## src/rtl/bbsc_pkg.sv

```systemverilog
// shared types and constants of the box brush sweep clip block
package bbsc_pkg;
  localparam int MaxSides = 64;
  localparam int FracBits = 16;
  localparam int SideW = $clog2(MaxSides);
  localparam int FracW = FracBits + 1;
  localparam logic [FracW-1:0] FracOne = FracW'(1) << FracBits;
  localparam logic signed [51:0] EpsQ16 = 52'sd2048;

  typedef enum logic [1:0] {
    REQ_CLEAR = 2'd0,
    REQ_VEC   = 2'd1,
    REQ_PLANE = 2'd2,
    REQ_NONE  = 2'd3
  } req_t;

  localparam logic [1:0] VecStart = 2'd0;
  localparam logic [1:0] VecEnd   = 2'd1;
  localparam logic [1:0] VecMins  = 2'd2;
  localparam logic [1:0] VecMaxs  = 2'd3;
  localparam logic [1:0] AxialNone = 2'd3;

  typedef struct packed {
    logic [1:0]        req_type;
    logic [1:0]        vec_sel;
    logic signed [31:0] coord_x;
    logic signed [31:0] coord_y;
    logic signed [31:0] coord_z;
    logic signed [31:0] plane_dist;
    logic [1:0]        axial_type;
    logic [2:0]        sign_bits;
    logic              last_side;
    logic [31:0]       brush_contents;
  } in_req_t;

  typedef struct packed {
    logic [FracW-1:0] trace_fraction;
    logic             start_solid;
    logic             all_solid;
    logic [31:0]      hit_contents;
    logic [SideW-1:0] hit_side;
    logic             brush_hit;
  } out_req_t;
endpackage

```

## src/rtl/bbsc_if.sv

```systemverilog
// valid/ready channel interfaces of the box brush sweep clip block
interface bbsc_in_if import bbsc_pkg::*; ();
  logic    valid;
  logic    ready;
  in_req_t data;
  modport source (output valid, output data, input ready);
  modport sink (input valid, input data, output ready);
endinterface

interface bbsc_out_if import bbsc_pkg::*; ();
  logic     valid;
  logic     ready;
  out_req_t data;
  modport source (output valid, output data, input ready);
  modport sink (input valid, input data, output ready);
endinterface

```

## src/rtl/box_brush_sweep_clip_core.sv

```systemverilog
// box brush sweep clip top level: bit-serial dot products and fraction divider
// sequence: a setup request is handled in idle; a plane runs nine products (load, shift-add,
// accumulate), seed and decide steps, then, unless decide ends it, an early-out or a full divide, then finish
// a plane of an already rejected brush goes straight to finish; the last side's result follows
// throughput: one request at a time, set by the single shift-add multiplier
// reset: synchronous active-low rst_n clears vectors, brush and trace state
module box_brush_sweep_clip_core import bbsc_pkg::*; (
  input logic clk,
  input logic rst_n,
  bbsc_in_if.sink    in_ch,
  bbsc_out_if.source out_ch
);
  typedef enum logic [2:0] {S_IDLE, S_MUL, S_ACC, S_DEC, S_DIV, S_FIN} state_t;

  state_t state_r;
  logic signed [31:0] sp_r [3];
  logic signed [31:0] ep_r [3];
  logic signed [31:0] mn_r [3];
  logic signed [31:0] mx_r [3];
  logic [FracW-1:0] enter_r, leave_r, best_r;
  logic no_entry_r;
  logic [SideW-1:0] enter_side_r, side_cnt_r, best_side_r;
  logic startout_r, getout_r, rejected_r;
  logic rs_start_r, rs_all_r;
  logic [31:0] best_cont_r;
  in_req_t req_r;

  // product sequencing: idx 0..2 offset terms, 3 seeds d1/d2, 4..6 start, 7..9 end (x,y,z)
  logic [3:0] pidx_r;
  logic [5:0] bit_r;
  logic [31:0] mplier_r;
  logic signed [65:0] acc_r;
  logic mneg_r;
  logic signed [63:0] mcand_r;
  logic signed [51:0] off_r, d1_r, d2_r;

  // divider
  logic signed [53:0] rem_r;
  logic signed [53:0] den_r;
  logic [FracBits-1:0] q_r;
  logic [4:0] dcnt_r;
  logic dentry_r;

  logic out_valid_r;
  out_req_t out_r;

  logic signed [31:0] n_sel, o_sel, a_sel;
  logic [1:0] axis;
  logic use_prod;
  logic signed [65:0] acc_nxt;
  logic signed [63:0] prod;
  logic signed [51:0] pq;
  logic signed [53:0] rem2;

  always_comb begin
    unique case (pidx_r)
      4'd0, 4'd4, 4'd7: axis = 2'd0;
      4'd1, 4'd5, 4'd8: axis = 2'd1;
      default:          axis = 2'd2;
    endcase
    unique case (axis)
      2'd0: n_sel = req_r.coord_x;
      2'd1: n_sel = req_r.coord_y;
      default: n_sel = req_r.coord_z;
    endcase
    o_sel = req_r.sign_bits[axis] ? mx_r[axis] : mn_r[axis];
    if (pidx_r < 4'd3) begin
      a_sel = o_sel;
      use_prod = (req_r.axial_type == AxialNone) || (req_r.axial_type == axis);
    end else if (pidx_r < 4'd7) begin
      a_sel = sp_r[axis];
      use_prod = 1'b1;
    end else begin
      a_sel = ep_r[axis];
      use_prod = 1'b1;
    end
    acc_nxt = mplier_r[0] ? acc_r + 66'(mcand_r) : acc_r;
    prod = mneg_r ? -acc_r[63:0] : acc_r[63:0];
    pq = 52'(prod >>> 16);
    rem2 = rem_r <<< 1;
  end

  wire in_fire = in_ch.valid && in_ch.ready;
  assign in_ch.ready = (state_r == S_IDLE) && !out_valid_r;
  assign out_ch.valid = out_valid_r;
  assign out_ch.data = out_r;

  always_ff @(posedge clk) begin
    if (!rst_n) begin
      state_r <= S_IDLE;
      out_valid_r <= 1'b0;
      for (int j = 0; j < 3; j++) begin
        sp_r[j] <= '0; ep_r[j] <= '0; mn_r[j] <= '0; mx_r[j] <= '0;
      end
      enter_r <= '0; no_entry_r <= 1'b1; leave_r <= FracOne;
      enter_side_r <= '0; side_cnt_r <= '0;
      startout_r <= 1'b0; getout_r <= 1'b0; rejected_r <= 1'b0;
      best_r <= FracOne; rs_start_r <= 1'b0; rs_all_r <= 1'b0;
      best_cont_r <= '0; best_side_r <= '0;
    end else begin
      if (out_valid_r && out_ch.ready) out_valid_r <= 1'b0;
      unique case (state_r)
        S_IDLE: begin
          if (in_fire) begin
            req_r <= in_ch.data;
            unique case (req_t'(in_ch.data.req_type))
              REQ_CLEAR: begin
                best_r <= FracOne; rs_start_r <= 1'b0; rs_all_r <= 1'b0;
                best_cont_r <= '0; best_side_r <= '0;
                enter_r <= '0; no_entry_r <= 1'b1; leave_r <= FracOne;
                enter_side_r <= '0; side_cnt_r <= '0;
                startout_r <= 1'b0; getout_r <= 1'b0; rejected_r <= 1'b0;
              end
              REQ_VEC: begin
                unique case (in_ch.data.vec_sel)
                  VecStart: begin
                    sp_r[0] <= in_ch.data.coord_x; sp_r[1] <= in_ch.data.coord_y;
                    sp_r[2] <= in_ch.data.coord_z;
                  end
                  VecEnd: begin
                    ep_r[0] <= in_ch.data.coord_x; ep_r[1] <= in_ch.data.coord_y;
                    ep_r[2] <= in_ch.data.coord_z;
                  end
                  VecMins: begin
                    mn_r[0] <= in_ch.data.coord_x; mn_r[1] <= in_ch.data.coord_y;
                    mn_r[2] <= in_ch.data.coord_z;
                  end
                  default: begin
                    mx_r[0] <= in_ch.data.coord_x; mx_r[1] <= in_ch.data.coord_y;
                    mx_r[2] <= in_ch.data.coord_z;
                  end
                endcase
              end
              REQ_PLANE: begin
                pidx_r <= '0;
                off_r <= '0;
                state_r <= rejected_r ? S_FIN : S_ACC;
                bit_r <= '0;
              end
              default: ;
            endcase
          end
        end
        S_ACC: begin
          // load one product: magnitudes, sign kept apart
          mneg_r <= a_sel[31] ^ n_sel[31];
          mcand_r <= 64'(a_sel[31] ? -33'(a_sel) : 33'(a_sel));
          mplier_r <= n_sel[31] ? 32'(-33'(n_sel)) : n_sel;
          acc_r <= '0;
          bit_r <= '0;
          state_r <= S_MUL;
        end
        S_MUL: begin
          acc_r <= acc_nxt;
          mcand_r <= mcand_r <<< 1;
          mplier_r <= mplier_r >> 1;
          bit_r <= bit_r + 6'd1;
          if (bit_r == 6'd31) begin
            state_r <= S_DEC;
          end
        end
        S_DEC: begin
          if (pidx_r <= 4'd3) begin
            // pidx 3 is the pseudo slot that seeds d1/d2
            if (pidx_r < 4'd3) begin
              if (use_prod) off_r <= off_r + pq;
              pidx_r <= pidx_r + 4'd1;
              state_r <= (pidx_r == 4'd2) ? S_DEC : S_ACC;
              if (pidx_r == 4'd2) pidx_r <= 4'd3;
            end else begin
              d1_r <= off_r - 52'(req_r.plane_dist);
              d2_r <= off_r - 52'(req_r.plane_dist);
              pidx_r <= 4'd4;
              state_r <= S_ACC;
            end
          end else if (pidx_r < 4'd10) begin
            if (pidx_r < 4'd7) d1_r <= d1_r + pq;
            else d2_r <= d2_r + pq;
            pidx_r <= pidx_r + 4'd1;
            state_r <= (pidx_r == 4'd9) ? S_DEC : S_ACC;
            if (pidx_r == 4'd9) pidx_r <= 4'd10;
          end else begin
            // plane decision
            if (d2_r > 0) getout_r <= 1'b1;
            if (d1_r > 0) startout_r <= 1'b1;
            if (d1_r > 0 && (d2_r >= EpsQ16 || d2_r >= d1_r)) begin
              rejected_r <= 1'b1;
              state_r <= S_FIN;
            end else if (d1_r <= 0 && d2_r <= 0) begin
              state_r <= S_FIN;
            end else begin
              dentry_r <= d1_r > d2_r;
              if (d1_r > d2_r) begin
                rem_r <= 54'(d1_r) - 54'(EpsQ16);
                den_r <= 54'(d1_r) - 54'(d2_r);
              end else begin
                rem_r <= -54'(d1_r) - 54'(EpsQ16);
                den_r <= 54'(d2_r) - 54'(d1_r);
              end
              q_r <= '0;
              dcnt_r <= '0;
              state_r <= S_DIV;
            end
          end
        end
        S_DIV: begin
          if (dcnt_r == 5'd0 && (rem_r <= 0 || rem_r >= den_r)) begin
            logic [FracW-1:0] f;
            f = (rem_r <= 0) ? '0 : FracOne;
            if (dentry_r) begin
              if (no_entry_r || f > enter_r) begin
                enter_r <= f; enter_side_r <= side_cnt_r; no_entry_r <= 1'b0;
              end
            end else if (f < leave_r) leave_r <= f;
            state_r <= S_FIN;
          end else if (dcnt_r == 5'(FracBits)) begin
            if (dentry_r) begin
              if (no_entry_r || FracW'(q_r) > enter_r) begin
                enter_r <= FracW'(q_r); enter_side_r <= side_cnt_r;
                no_entry_r <= 1'b0;
              end
            end else if (FracW'(q_r) < leave_r) leave_r <= FracW'(q_r);
            state_r <= S_FIN;
          end else begin
            if (rem2 >= den_r) begin
              rem_r <= rem2 - den_r;
              q_r <= {q_r[FracBits-2:0], 1'b1};
            end else begin
              rem_r <= rem2;
              q_r <= {q_r[FracBits-2:0], 1'b0};
            end
            dcnt_r <= dcnt_r + 5'd1;
          end
        end
        S_FIN: begin
          state_r <= S_IDLE;
          if (!req_r.last_side) begin
            if (side_cnt_r != SideW'(MaxSides - 1)) side_cnt_r <= side_cnt_r + SideW'(1);
          end else begin
            logic hit;
            logic [FracW-1:0] bf;
            logic [31:0] bc;
            logic [SideW-1:0] bs;
            logic rs, ra;
            hit = 1'b0; bf = best_r; bc = best_cont_r; bs = best_side_r;
            rs = rs_start_r; ra = rs_all_r;
            if (!rejected_r) begin
              if (!startout_r) begin
                rs = 1'b1;
                if (!getout_r) begin
                  ra = 1'b1; bf = '0; bc = req_r.brush_contents; hit = 1'b1;
                end
              end else if (!no_entry_r && enter_r < leave_r && enter_r < best_r) begin
                bf = enter_r; bc = req_r.brush_contents; bs = enter_side_r;
                hit = 1'b1;
              end
            end
            best_r <= bf; best_cont_r <= bc; best_side_r <= bs;
            rs_start_r <= rs; rs_all_r <= ra;
            out_r <= '{trace_fraction: bf, start_solid: rs, all_solid: ra,
                       hit_contents: bc, hit_side: bs, brush_hit: hit};
            out_valid_r <= 1'b1;
            enter_r <= '0; no_entry_r <= 1'b1; leave_r <= FracOne;
            enter_side_r <= '0; side_cnt_r <= '0;
            startout_r <= 1'b0; getout_r <= 1'b0; rejected_r <= 1'b0;
          end
        end
        default: state_r <= S_IDLE;
      endcase
    end
  end

  a_frac: assert property (@(posedge clk) disable iff (!rst_n)
    best_r <= FracOne && leave_r <= FracOne) else $error("fraction out of range");
  a_ready: assert property (@(posedge clk) disable iff (!rst_n)
    out_valid_r |-> !in_ch.ready) else $error("ready while result pending");
  a_allsolid: assert property (@(posedge clk) disable iff (!rst_n)
    rs_all_r |-> rs_start_r && best_r == '0) else $error("all solid inconsistent");
  a_out: assert property (@(posedge clk) disable iff (!rst_n)
    $rose(out_valid_r) |-> $past(state_r) == S_FIN) else $error("stray result");
endmodule

```

## src/flat_wrapper.sv

```systemverilog
// flat-port wrapper written by rule: the top's interface ports become plain ports
module box_brush_sweep_clip_core_flat import bbsc_pkg::*;
  (clk, rst_n, in_ch_valid, in_ch_data, in_ch_ready, out_ch_valid, out_ch_data, out_ch_ready);
  bbsc_in_if in_ch_i ();
  bbsc_out_if out_ch_i ();
  input logic clk;
  input logic rst_n;
  input wire logic [$bits(in_ch_i.valid)-1:0] in_ch_valid;
  input wire logic [$bits(in_ch_i.data)-1:0] in_ch_data;
  output wire logic [$bits(in_ch_i.ready)-1:0] in_ch_ready;
  output wire logic [$bits(out_ch_i.valid)-1:0] out_ch_valid;
  output wire logic [$bits(out_ch_i.data)-1:0] out_ch_data;
  input wire logic [$bits(out_ch_i.ready)-1:0] out_ch_ready;
  assign in_ch_i.valid = in_ch_valid;
  assign in_ch_i.data = in_ch_data;
  assign in_ch_ready = in_ch_i.ready;
  assign out_ch_valid = out_ch_i.valid;
  assign out_ch_data = out_ch_i.data;
  assign out_ch_i.ready = out_ch_ready;
  box_brush_sweep_clip_core u_core (.clk(clk), .rst_n(rst_n), .in_ch(in_ch_i), .out_ch(out_ch_i));
endmodule
```

## config.mk

```make
export PLATFORM = sky130hd
export DESIGN_NAME = box_brush_sweep_clip_core_flat
export DESIGN_NICKNAME = d
export VERILOG_FILES = /design/src/rtl/bbsc_pkg.sv /design/src/rtl/bbsc_if.sv /design/src/rtl/box_brush_sweep_clip_core.sv /design/src/flat_wrapper.sv
export SDC_FILE = /design/constraint.sdc
export NUM_CORES = 2
export LEC_CHECK = 0
export BUFFER_PORTS_ARGS = -buffer_cell sky130_fd_sc_hd__buf_4
export CORE_ASPECT_RATIO = 2
export CORE_UTILIZATION = 50
export CTS_CLUSTER_SIZE = 25
export DETAILED_ROUTE_END_ITERATION = 10
export PLACE_DENSITY = 0.63
export SLEW_MARGIN = 25
export SYNTH_ARGS = -nofsm -noshare
export SYNTH_HDL_FRONTEND = slang
export SYNTH_SLANG_ARGS = --single-unit
```

## constraint.sdc

```tcl
create_clock -name clk -period 13.16 [get_ports clk]
set_input_delay 0.658 -clock clk [delete_from_list [all_inputs] [get_ports clk]]
set_output_delay 0.658 -clock clk [all_outputs]
set_load 0.03 [all_outputs]
```

==> metrics.md <==
| Metric | Value |
|---|---|
| Post-synth EDFFs | 1064 |
| Max Freq | 127 MHz |
| Cell Chain, Critical Path | nor4_1, nand4_1, nor4b_2, nand2b_1, or4_1, or2_2, o21ai_0, xnor2_1, ha_1, a21oi_1, o21ai_0, a221oi_1, a21oi_1, o21ai_0, o21ai_0, a221oi_1, o21ai_0, a221oi_1, xnor2_1, a21o_1 |
| Skew-Pair Late Insertion Delay | 0.75 ns |
| GPL Wtd Cong | 1.01 |
| WL final | 270000 microns |
| Largest net degree at the start of global routing | 85 |
| Vias in the first global route | 65900 |
| Die Y | 563 microns |
| Placeable Area | 156000 sq um |
| CP startpoint kind | register |
| Number of I/O pins | 234 |
| Total GRT Usage | 0.337 |
| Syn_nets | 8864 |
| Final Slew Violations | 0 |
| Crit path largest cell delay | 0.81 ns |
| CTS Buf Count | 111 |
| Final WS setup | 5.26 ns |
| Initial antenna violation count | 15 |
| Finished Core Util | 0.555 |
| Commonest non-fill, non-tap cell in the layout | edfxtp_1 |
| Critical Path RT | 13.64 ns |
| GRT overflow | 0 |
| Worst slew pin tran | 1.18 ns |
| H-tree depth | 3 |
| Hold crit path type | in2reg |
| Setup Fix Bufs, Post-CTS | 0 |
| Port bufs | 233 |
| Status | finished clean |
| Yosys warning total | 0 |
| Sink Count | 1175 |
| Crit-path most repeated cell | o21ai_0 |
| Residual DRC count | 0 |
| RSZ-0062 raised after global routing | no |
| Post-DP HPWL | 206000 microns |
| Clock root buffer | clkbuf_16 |
| Routed Antenna Nets | 0 |
| First DRT Iteration DRCs | 3977 |
| Setup TNS | 0 ns |
| Worst Skew | 0.0525 ns |
| Synth Flop Type | edfxtp_1 |
| Pwr/cell area | 153 nW/um^2 |
| Die ar. | 159000 sq um |
| Synth-to-Final Area Change | 10.0% |
| Crit path time final | 7.90 ns |
| Final hold vios | 0 |
| Hold Slack | 0.0940 ns |
| Most frequent cells in the layout | edfxtp_1 (1064), nand2_1 (710), a21oi_1 (649) |
| Post-synthesis async set-or-reset flop share | 0 |
| Cells after DPL | 10200 |
| Yosys reg bits | 1175 |
| Cell Count, Final, Fillers Out | 10400 |
| Vias | 63700 |
| Row count | 205 |
| CP max-delay cell | nor4b_2 |
| Resized cells post-CTS | 0 |
| Leakage Power | 34.1 nW |
| Initial DRT Pass Iterations | 6 |
| Worst vdd ir | 0.130 mV |
| Die width | 283 microns |
| Post-synth cell types | 105 |
| WL per Instance | 26.0 microns |
| Via density | 6.14 |
| Final period utilization | 0.600 |
| Starting density of the core | 0.504 |
| Pre-CTS setup slack | 5.51 ns |
| Clk buf depth | 3 |
| Number of hold-repair buffers added at the cts stage | 0 |
| Avg Cell Area, Syn | 9.69 sq um |
| Rel. slew slack | 0.208 |
| Worst Path Class, Setup | reg2reg |
| Post-synthesis instance area | 78800 sq um |
| Post-Syn Instances | 8124 |
| WP data arrival | 8.38 ns |
| First-pass GRT wire length | 399000 microns |
| CP endpoint kind | register |
| Fraction of layout cells with a size suffix above 1 | 0.0857 |
| Worst-path clk slew | 0.07 ns |
| Crit-path max FO | 5 |
| Nets | 8952 |
| # Max-Cap Violations | 0 |
| Sequential fraction of the synthesis area | 0.434 |
| TritonCTS clock tree | built |
| Number of setup violations in the final report | 0 |
==> path summary, 6_finish.rpt <==
| kind | start | end | slack (ns) | cells after the start |
|---|---|---|---|---|
| hold reg to reg | u_core.best_cont_r[30] | u_core.best_cont_r[30] | 0.47 | 1 |
| hold / removal | in_ch_data[42] | u_core.req_r[42] | 0.09 | 1 |
| setup / recovery | u_core.acc_r[4] | u_core.d2_r[44] | 5.26 | 20 |
| setup reg to reg | u_core.acc_r[4] | u_core.d2_r[44] | 5.26 | 20 |
==> state kept, by name, summed over array words and instances, names as in the netlist, 16 cells and up <==
signal              count
u_core.best_cont_r     32
u_core.mplier_r        32
u_core.d1_r            52
u_core.out_ch.data     58
u_core.mn_r            96
u_core.sp_r            96
u_core.d2_r            52
u_core.req_r          166
u_core.best_r          17
u_core.off_r           52
u_core.acc_r           64
u_core.enter_r         17
u_core.den_r           53
u_core.mx_r            96
u_core.ep_r            96
u_core.mcand_r         64
u_core.q_r             16
u_core.rem_r           54
u_core.leave_r         17
==> through the flow <==
step / area, sq um / power [mW]
3_5_place_dp: 82900 / 9.87
4_1_cts: 86600 / 13.2
6_report: 86600 / 13.2
5_1_grt: 86600 / 13.9
3_3_place_gp: 82800 / 9.81
2_1_floorplan: 78800 / 8.36
==> where the power goes <==
group | switching [mW] | total (mW) | internal [mW] | leakage (nW)
registers | 0.193 | 4.77 | 4.57 | 11.1
clock network | 1.53 | 3.37 | 1.84 | 1.81
logic | 3.25 | 5.09 | 1.85 | 21.2
total | 4.97 | 13.2 | 8.26 | 34.1
==> worst max-delay path, delay by kind of cell, from the launching register on <==
kind,cells,cell delay [ns]
and+or+nand+nor,6,2.69
xor gates and xnor gates,2,0.34
adders and majority gates,1,0.36
DFF,1,0.40
AOI/OAI and AO/OA,11,3.83
==> metal layers <==
metal / vias up / track usage / wire [microns]
met5: - / 0 / 125
met2: 1817 / 0.624 / 142000
met1: 31000 / 0.324 / 90400
met4: 18 / 0.287 / 26400
li1: 30100 / - / -
met3: 800 / 0.0440 / 10800
==> synthesized netlist by cell type, types with 18 or more instances <==
cell type	n	share of area
xnor2_1	326	0.036
edfxtp_1	1064	0.41
nor3_1	126	0.0080
a22o_1	64	0.0071
buf_2	46	0.0029
a21o_1	277	0.026
a2111oi_0	19	0.0021
nand4_1	125	0.0099
a21oi_1	655	0.042
and3_1	99	0.0079
o31ai_1	51	0.0049
a211oi_1	64	0.0061
and4_1	18	0.0020
dfxtp_1	111	0.028
ha_1	558	0.089
clkbuf_1	300	0.014
or3_1	44	0.0035
nand2_1	715	0.034
buf_1	28	0.0013
mux2i_1	178	0.023
a311oi_1	36	0.0040
and2_1	432	0.034
nor2_1	524	0.025
nor4_1	71	0.0056
nor2b_1	59	0.0047
nor3b_1	18	0.0017
a21boi_0	29	0.0028
o211ai_1	40	0.0038
o31a_1	21	0.0023
a32o_1	18	0.0023
nand2b_1	74	0.0059
a311o_1	29	0.0037
inv_1	381	0.018
o21bai_1	97	0.0092
mux2_2	55	0.0079
a31oi_1	92	0.0073
o21a_1	55	0.0052
o21ai_0	547	0.035
or2_2	23	0.0018
nand3_1	216	0.014
xor2_1	160	0.018
==> cells by family after synthesis <==
kind of cell,synth area share
compound gates,0.184
xor+xnor,0.0544
fa+ha+maj,0.0907
buf+inv,0.0378
flops,0.434
mux,0.0338
simple gates,0.165
==> final cells by class <==
cell class,instances,area (sq um)
well taps,2070,2590
flip-flops and latches,1175,34200
multi-input cells,6184,42000
diodes,10,25.0
repair buffers,358,2710
clock buffers,131,2910
clock inverters,74,817
inverters,382,1440
fillers,13900,69600
No activity file was read; power rests on OpenSTA's default activity.
